`config.mk`:
```
export PLATFORM = sky130hd
export DESIGN_NAME = udp_pseudo_header_checksum_flat
export DESIGN_NICKNAME = d
export VERILOG_FILES = /design/src/upc_pkg.sv /design/src/upc_if.sv /design/src/upc_in_reg.sv /design/src/upc_accum.sv /design/src/udp_pseudo_header_checksum.sv /design/src/flat_wrapper.sv
export SDC_FILE = /design/constraint.sdc
export NUM_CORES = 1
export LEC_CHECK = 0
export BUFFER_PORTS_ARGS = -buffer_cell sky130_fd_sc_hd__buf_2
export CORE_MARGIN = 2
export CORE_UTILIZATION = 56
export CTS_BUF_LIST = sky130_fd_sc_hd__clkbuf_4 sky130_fd_sc_hd__clkbuf_8
export CTS_CLUSTER_DIAMETER = 150
export DETAILED_ROUTE_END_ITERATION = 8
export HOLD_SLACK_MARGIN = 0.12
export PLACE_DENSITY = 0.85
export SYNTH_ARGS = -nofsm -noshare
export SYNTH_HDL_FRONTEND = slang
export SYNTH_HIERARCHICAL = 1
export SYNTH_SLANG_ARGS = --single-unit
```
`constraint.sdc`:
```
create_clock -name i_clk -period 21.2 [get_ports i_clk]
set_input_delay 4.24 -clock i_clk [delete_from_list [all_inputs] [get_ports i_clk]]
set_output_delay 4.24 -clock i_clk [all_outputs]
set_load 0.1 [all_outputs]
```
`src/upc_pkg.sv`:
```
// upc_pkg: types, codes and helpers shared by the udp pseudo-header checksum block
// no dependencies
package upc_pkg;

    localparam logic       OP_ADDR     = 1'b0;
    localparam logic       OP_DATA     = 1'b1;

    localparam logic [1:0] ST_OK       = 2'd0;
    localparam logic [1:0] ST_LEN      = 2'd1;
    localparam logic [1:0] ST_ADDR     = 2'd2;

    localparam logic [15:0] PROTO_WORD = 16'h0011;
    localparam logic [15:0] SUM_MASK   = 16'hffff;
    localparam logic [16:0] LEN_LIMIT  = 17'h10000;
    localparam logic [5:0]  ADDR_MAX   = 6'd63;
    localparam logic [5:0]  ADDR_V4    = 6'd8;
    localparam logic [5:0]  ADDR_V6    = 6'd32;

    typedef struct packed {
        logic       operation;
        logic [7:0] data_byte;
        logic       last;
    } t_in_item;

    typedef struct packed {
        logic [15:0] checksum;
        logic [15:0] datagram_length;
        logic [1:0]  status;
    } t_out_item;

    function automatic logic [15:0] add_eac(input logic [15:0] a, input logic [15:0] b);
        logic [16:0] s;
        s = 17'(a) + 17'(b);
        return s[15:0] + 16'(s[16]);
    endfunction

endpackage

```
`src/upc_if.sv`:
```
// upc_in_if / upc_out_if: valid-ready request channels of the checksum block
// depends on upc_pkg
interface upc_in_if import upc_pkg::*; ();
    logic     valid;
    logic     ready;
    t_in_item data;

    modport source (output valid, output data, input ready);
    modport sink   (input valid, input data, output ready);
endinterface

interface upc_out_if import upc_pkg::*; ();
    logic      valid;
    logic      ready;
    t_out_item data;

    modport source (output valid, output data, input ready);
    modport sink   (input valid, input data, output ready);
endinterface

```
`src/upc_in_reg.sv`:
```
// upc_in_reg: input register stage of the checksum block
// depends on upc_pkg
module upc_in_reg import upc_pkg::*; (
    input  logic     i_clk,
    input  logic     i_rst_n,
    input  logic     i_valid,
    output logic     o_ready,
    input  t_in_item i_item,
    output logic     o_valid,
    input  logic     i_ready,
    output t_in_item o_item
);

    logic     r_valid;
    t_in_item r_item;
    logic     n_valid;

    assign o_ready = !r_valid || i_ready;
    assign o_valid = r_valid;
    assign o_item  = r_item;

    always_comb begin
        n_valid = r_valid;
        if (o_ready) begin
            n_valid = i_valid;
        end
    end

    always_ff @(posedge i_clk) begin
        if (!i_rst_n) begin
            r_valid <= 1'b0;
        end else begin
            r_valid <= n_valid;
        end
    end

    always_ff @(posedge i_clk) begin
        if (o_ready && i_valid) begin
            r_item <= i_item;
        end
    end

endmodule

```
`src/upc_accum.sv`:
```
// upc_accum: running one's complement sum, byte counters and result register
// depends on upc_pkg
module upc_accum import upc_pkg::*; (
    input  logic      i_clk,
    input  logic      i_rst_n,
    input  logic      i_valid,
    output logic      o_ready,
    input  t_in_item  i_item,
    output logic      o_valid,
    input  logic      i_ready,
    output t_out_item o_result
);

    logic [15:0] r_sum;
    logic [7:0]  r_pend_byte;
    logic        r_pend_valid;
    logic [16:0] r_byte_cnt;
    logic [5:0]  r_addr_cnt;
    logic        r_out_valid;
    t_out_item   r_out;

    logic [15:0] n_sum;
    logic [7:0]  n_pend_byte;
    logic        n_pend_valid;
    logic [16:0] n_byte_cnt;
    logic [5:0]  n_addr_cnt;
    logic        n_out_valid;

    logic        adv;
    logic [15:0] word;
    logic [15:0] len16;
    logic [17:0] total;
    logic [16:0] fold1;
    logic [15:0] fold2;
    logic [1:0]  status;
    logic [16:0] cnt_upd;
    logic [5:0]  addr_upd;

    assign o_ready  = !r_out_valid || i_ready;
    assign adv      = i_valid && o_ready;
    assign o_valid  = r_out_valid;
    assign o_result = r_out;

    always_comb begin
        word     = r_pend_valid ? {r_pend_byte, i_item.data_byte} : {i_item.data_byte, 8'h00};
        cnt_upd  = r_byte_cnt;
        addr_upd = r_addr_cnt;
        if (i_item.operation == OP_DATA) begin
            if (r_byte_cnt != LEN_LIMIT) begin
                cnt_upd = r_byte_cnt + 17'd1;
            end
        end else begin
            if (r_addr_cnt != ADDR_MAX) begin
                addr_upd = r_addr_cnt + 6'd1;
            end
        end
        len16  = cnt_upd[16] ? SUM_MASK : cnt_upd[15:0];
        total  = 18'(r_sum) + 18'(word) + 18'(PROTO_WORD) + 18'(len16);
        fold1  = 17'(total[15:0]) + 17'(total[17:16]);
        fold2  = fold1[15:0] + 16'(fold1[16]);
        if (addr_upd != ADDR_V4 && addr_upd != ADDR_V6) begin
            status = ST_ADDR;
        end else if (cnt_upd[16]) begin
            status = ST_LEN;
        end else begin
            status = ST_OK;
        end
    end

    always_comb begin
        n_sum        = r_sum;
        n_pend_byte  = r_pend_byte;
        n_pend_valid = r_pend_valid;
        n_byte_cnt   = r_byte_cnt;
        n_addr_cnt   = r_addr_cnt;
        n_out_valid  = r_out_valid && !i_ready;
        if (adv) begin
            if (i_item.last) begin
                n_sum        = '0;
                n_pend_byte  = '0;
                n_pend_valid = 1'b0;
                n_byte_cnt   = '0;
                n_addr_cnt   = '0;
                n_out_valid  = 1'b1;
            end else begin
                n_byte_cnt = cnt_upd;
                n_addr_cnt = addr_upd;
                if (r_pend_valid) begin
                    n_sum        = add_eac(r_sum, word);
                    n_pend_byte  = '0;
                    n_pend_valid = 1'b0;
                end else begin
                    n_pend_byte  = i_item.data_byte;
                    n_pend_valid = 1'b1;
                end
            end
        end
    end

    always_ff @(posedge i_clk) begin
        if (!i_rst_n) begin
            r_sum        <= '0;
            r_pend_byte  <= '0;
            r_pend_valid <= 1'b0;
            r_byte_cnt   <= '0;
            r_addr_cnt   <= '0;
            r_out_valid  <= 1'b0;
        end else begin
            r_sum        <= n_sum;
            r_pend_byte  <= n_pend_byte;
            r_pend_valid <= n_pend_valid;
            r_byte_cnt   <= n_byte_cnt;
            r_addr_cnt   <= n_addr_cnt;
            r_out_valid  <= n_out_valid;
        end
    end

    always_ff @(posedge i_clk) begin
        if (adv && i_item.last) begin
            r_out.checksum        <= ~fold2;
            r_out.datagram_length <= len16;
            r_out.status          <= status;
        end
    end

endmodule

```
`src/udp_pseudo_header_checksum.sv`:
```
// udp_pseudo_header_checksum: top level, input register feeding the checksum accumulator
// depends on upc_pkg, upc_if, upc_in_reg, upc_accum
//
// Takes one byte request per clock, address bytes of the pseudo-header first, then the
// datagram bytes with the checksum field zero. Bytes pair big-endian into 16-bit words
// added with end-around carry. The byte marked last closes the packet. A result request
// carries the inverted sum, the saturated datagram length and a status. It becomes valid
// after that byte is accepted: the byte sits in the input register, and the accumulator
// then loads the result register. The state starts over for the next packet at once.
// While a result is held and not taken, the accumulator takes no byte; once the input
// register holds one, the input stalls too. Otherwise a byte is taken every clock.
// A zero checksum is sent as zero.
module udp_pseudo_header_checksum import upc_pkg::*; (
    input  logic      i_clk,
    input  logic      i_rst_n,
    upc_in_if.sink    i_in,
    upc_out_if.source o_res
);

    logic     s_valid;
    logic     s_ready;
    t_in_item s_item;

    upc_in_reg u_in_reg (
        .i_clk   (i_clk),
        .i_rst_n (i_rst_n),
        .i_valid (i_in.valid),
        .o_ready (i_in.ready),
        .i_item  (i_in.data),
        .o_valid (s_valid),
        .i_ready (s_ready),
        .o_item  (s_item)
    );

    upc_accum u_accum (
        .i_clk    (i_clk),
        .i_rst_n  (i_rst_n),
        .i_valid  (s_valid),
        .o_ready  (s_ready),
        .i_item   (s_item),
        .o_valid  (o_res.valid),
        .i_ready  (o_res.ready),
        .o_result (o_res.data)
    );

endmodule

```
`src/flat_wrapper.sv`:
```
// flat-port wrapper written by rule: the top's interface ports become plain ports
module udp_pseudo_header_checksum_flat import upc_pkg::*;
  (i_clk, i_rst_n, i_in_valid, i_in_data, i_in_ready, o_res_valid, o_res_data, o_res_ready);
  upc_in_if i_in_i ();
  upc_out_if o_res_i ();
  input  logic i_clk;
  input  logic i_rst_n;
  input wire logic [$bits(i_in_i.valid)-1:0] i_in_valid;
  input wire logic [$bits(i_in_i.data)-1:0] i_in_data;
  output wire logic [$bits(i_in_i.ready)-1:0] i_in_ready;
  output wire logic [$bits(o_res_i.valid)-1:0] o_res_valid;
  output wire logic [$bits(o_res_i.data)-1:0] o_res_data;
  input wire logic [$bits(o_res_i.ready)-1:0] o_res_ready;
  assign i_in_i.valid = i_in_valid;
  assign i_in_i.data = i_in_data;
  assign i_in_ready = i_in_i.ready;
  assign o_res_valid = o_res_i.valid;
  assign o_res_data = o_res_i.data;
  assign o_res_i.ready = o_res_ready;
  udp_pseudo_header_checksum u_core (.i_clk(i_clk), .i_rst_n(i_rst_n), .i_in(i_in_i), .o_res(o_res_i));
endmodule
```
; After elaboration in Yosys (flattened, before gate mapping)
; Cells that the tools add are included.
[totals]
register_bits = 94
input_bits = 14
out_inout_bits = 36
wordCells = 56
[op_classes]
addsub = 9
n_eq_ne = 4
mux = 17
bitwise = 1
n_reduce_logical = 12
[ops]
columns = cell, n
row1 = 16-bit two-way mux, 4
row2 = 17-bit two-way mux, 3
row3 = 16-bit by 16-bit adder with 17-bit output, 2
row4 = 16-bit by 1-bit adder with 16-bit output, 2
row5 = "17-bit by 5-bit adder with 18-bit output, second input constant", 1
row6 = 18-bit by 16-bit adder with 18-bit output, 1
row7 = 6-bit two-way mux, 3
row8 = 16-bit by 2-bit adder with 17-bit output, 1
row9 = "17-bit by 1-bit adder with 17-bit output, second input constant", 1
row10 = "17-bit != test, second input constant", 1
row11 = 8-bit two-way mux, 2
row12 = 16-bit NOT, 1
row13 = "6-bit != test, second input constant", 2
row14 = "6-bit by 1-bit adder with 6-bit output, second input constant", 1
row15 = "6-bit by 4-bit != test with 1-bit output, second input constant", 1
row16 = 1-bit logical AND, 5
row17 = 1-bit two-way mux, 5
row18 = 1-bit zero test, 3
row19 = 1-bit logical OR, 2
row20 = 2-bit AND reduction, 1
row21 = 2-bit nonzero test, 1

; Logic depth before layout (Yosys ltp)
[depth]
depth_word = 8
depth_mapped = 36
mapped_depth_nobuf = 36

; Cells and area by module
; The synthesis kept the hierarchy.
[modules_own_cells]
columns = mod, instances, cells_per_inst, area_each_um2, seq_area_each_um2
row1 = upc_accum, 1, 839, 7083.0, 2001.9
row2 = upc_in_reg, 1, 15, 357.8, 320.3

; Least setup slack after synthesis
; Ideal clock, no wire load.
[synth_timing]
kind = input -> output
startpoint = in o_res_ready
endpoint = out i_in_ready
arrival_time_ns = 4.741
t_required_ns = 16.960
setup_slack_ns = 12.219
path_stages = 2
n_path_buf = 0
cell_sequence = nand2b_1 -> nand2b_4
[synth_between]
elab_chain_cells = 2
[synth_lines]
columns = element, line
row1 = "start, declared", flat_wrapper.sv:13  ; input wire logic [$bits(o_res_i.ready)-1:0] o_res_ready;
row2 = 1-bit logical OR, upc_accum.sv:39  ; assign o_ready = !r_out_valid || i_ready;
row3 = 1-bit logical OR, upc_in_reg.sv:18  ; assign o_ready = !r_valid || i_ready;
row4 = "end, declared", flat_wrapper.sv:10  ; output wire logic [$bits(i_in_i.ready)-1:0] i_in_ready;
; No other way between the ends.

; Worst setup path in the final report
[layout_timing]
startpoint = in o_res_ready
endpoint = out i_in_ready
[layout_between]
elab_chain_cells = 2
[layout_lines]
columns = element, line
row1 = 1-bit logical OR, upc_accum.sv:39
row2 = net u_core.s_ready, udp_pseudo_header_checksum.sv:21  ; logic s_ready;
row3 = 1-bit logical OR, upc_in_reg.sv:18
; The timed path passes the listed nets, and every way through them passes these cells.

==> impl_metrics.ini <==
[status]
status = finished, final reports clean

[clocking]
cts_tree = built
h-tree-depth = 3
cts_buffer_depth = 2
clkTransAtPathRegs_ps = 90
cts-resized-gates = 0
cts_hold_buf = 0
postCtsSetupBuffers = 0
cts-root-buf = clkbuf_8
numCtsBuffers = 9
clkLatencyLatePin_ps = 400
cts_sinks = 94

[logic_synthesis]
synthDistinctLibCells = 78
synth-edff-count = 44
synth_seq_cells = 94
yosys_most_used_dff = dfxtp_1
syn-cell-area_mm2 = 0.00744
synth-seq-area-share_pct = 31.2
yosysTopAreaCell = edfxtp_1
synthTopCellsByArea = edfxtp_1 (18%), dfxtp_1 (13%), ha_1 (10%)
ys_top_cells_by_count = inv_1 (92), nand2_1 (70), o21ai_0 (61)
yosysMostFrequentCell = inv_1
avgSynthCellArea_um2 = 8.71
synth_top_area_share_pct = 17.8
synth.net_count = 946
synth_cells = 854
async_flop_share_pct = 0
synth_warnings = 6

[floorplan]
rows = 42
die_w_um = 119
die_area_mm2 = 0.0142
die_h_um = 119
ios = 50
core_mm2 = 0.0131
initial_utilization_pct = 56.9

[drt]
viasPerCell = 5.87
vias = 6217
first_pass_iters = 5
routedWlPerCell_um = 15.7
drcViolationCount = 0
drtAntennaViolNets = 0
routed_wl_mm = 16.6
first_iter_violations = 455

[timing]
grt_setup_unrepaired = no
hold_viol = 0
fmax_mhz = 108
finalCritPeriodShare_pct = 43.8
setup_viol = 0
worst_slack_ps = 11920
skew_ps = 23.2
drv_slew = 0
finalSetupTns_ps = 0
slew-limit-headroom_pct = 43.0
post-route-min-period_ps = 9280
tightestPinTransition_ps = 855

[critical_path]
path_max_fanout = 4
crit_path_end_kind = output pin
crit_type = in2out
startpoint_type = primary input
crit_arrival_ps = 5040
critical_path.most_common_cell = buf_2
cpMaxStageDelayCell = buf_2
max_stage_delay_ps = 420
path_cells = buf_2, nand2b_1, nand2b_4, buf_2
required_ps = 16960

[final_layout]
antenna_cells = 0
fin_nets = 970
nFillCells = 1112
drive_gt1_share_pct = 9.74
ff_latch_area_mm2 = 0.00232
multiInputGateArea_mm2 = 0.00461
stdcell_area_mm2 = 0.00794
syn_to_final_growth_pct = 6.74

[pwr]
p_int_uw = 265
seqPwrFrac_pct = 52.0
combPwrFrac_pct = 17.5
peakVddDrop_mv = 0.0487
p_leak_uw = 0.00337
switching_share_pct = 30.2
clkPwrFrac_pct = 30.5
powerDensity_mw_per_mm2 = 47.8
power.switching_uw = 114

[place]
gp_congestion = 0.912
post-place-ws_ps = 11920
dpl-instance-area_mm2 = 0.00776
place.port_buffers = 49
dpl.hpwl_mm = 12.6

[worst_hold_path]
hold_path_class = reg2reg

[job]
cap_violations = 0

[global_route]
grt-ovfl-total = 0
grt_pass1_vias = 5660
antenna_found_initial = 0
grt.total_usage_pct = 23.8
grt_pass1_wl_mm = 27.2
grt_max_degree = 37
cell type report:
cell class | count | share of cell area [%]
Clock buffer | 12 | 1.92
Clock inverter | 4 | 0.378
Inverter | 92 | 4.35
Multi-Input combinational cell | 630 | 58.1
Sequential cell | 94 | 29.2
Tap cell | 176 | 2.77
Timing Repair Buffer | 51 | 3.28
layer usage:
layer  track usage, %  vias up  share of wire [%]
met4             8.04        0                1.8
met3             3.93       23                5.0
met2             39.5      185                 48
met1             31.6     2961                 45
li1                 -     3048                  -
met5                0        -                  0
sequential cells by signal, summed over array words and instances, names as in the netlist:
name and cells:
u_core/u_accum/o_result 34, u_core/u_accum/o_valid 1, u_core/u_accum/r_sum 16, u_core/u_in_reg/o_valid 1, u_core/u_accum/r_pend_valid 1, u_core/u_accum/r_addr_cnt 6, u_core/u_accum/r_byte_cnt 17, u_core/u_in_reg/o_item 10
u_core/u_accum/r_pend_byte 8
through the flow:
stage	total power [uW]	util [%]	hold slack (ps)	instances
final	379	60.7	469	1059
after global routing	396	60.7	487	1059
after CTS	380	60.7	470	1059
after detailed placement	267	59.3	457	1043
after global placement	265	59.3	448	1043
after floorplan	253	-	437	854
cells in the final DEF (no fill, tap or decap), types with 15 or more instances in the layout:
| cell type | instances |
|---|---|
| a21boi_0 | 17 |
| a21oi_1 | 30 |
| and2_1 | 20 |
| buf_2 | 49 |
| dfxtp_1 | 50 |
| edfxtp_1 | 44 |
| fa_1 | 18 |
| ha_1 | 60 |
| inv_1 | 92 |
| nand2_1 | 70 |
| nand3_1 | 35 |
| nor2_1 | 42 |
| nor2b_1 | 15 |
| nor3_1 | 21 |
| o21ai_0 | 61 |
| xnor2_1 | 36 |
| xor2_1 | 36 |
worst paths after layout:
path	startpoint	end	slack, ps	cells past startpoint
max reg2reg	u_core/u_accum/r_byte_cnt[0]$_SDFFE_PN0P_	u_core/u_accum/o_result[33]$_DFFE_PP_	11980	35
min reg2reg	u_core/u_accum/r_pend_byte[7]$_SDFFE_PN0P_	u_core/u_accum/r_pend_byte[7]$_SDFFE_PN0P_	470	2
max	o_res_ready	i_in_ready	11920	4
min	u_core/u_accum/r_pend_byte[7]$_SDFFE_PN0P_	u_core/u_accum/r_pend_byte[7]$_SDFFE_PN0P_	470	2
critical path: cells and delay by family:
family,cells,cell delay (ps)
buf+inv,2,490
simple gates,2,310
power by group through the flow:
stage	Clock [uW]	Sequential (uW)	Combinational, uW
4_1_cts	117	197	65.8
5_1_grt	125	198	73.2
2_1_floorplan	0	210	43.0
3_3_place_gp	0	201	64.0
6_report	116	197	66.4
3_5_place_dp	0	201	65.3
cell families after synthesis:
kind of cell | synth area share (%)
muxes | 1.24
and+or+nand+nor | 19.6
AOI/OAI and AO/OA | 17.4
buffers and inverters | 6.81
DFF | 31.2
adders and majority gates | 14.9
xor gates and xnor gates | 8.78
(Power assumes the default switching activity.)
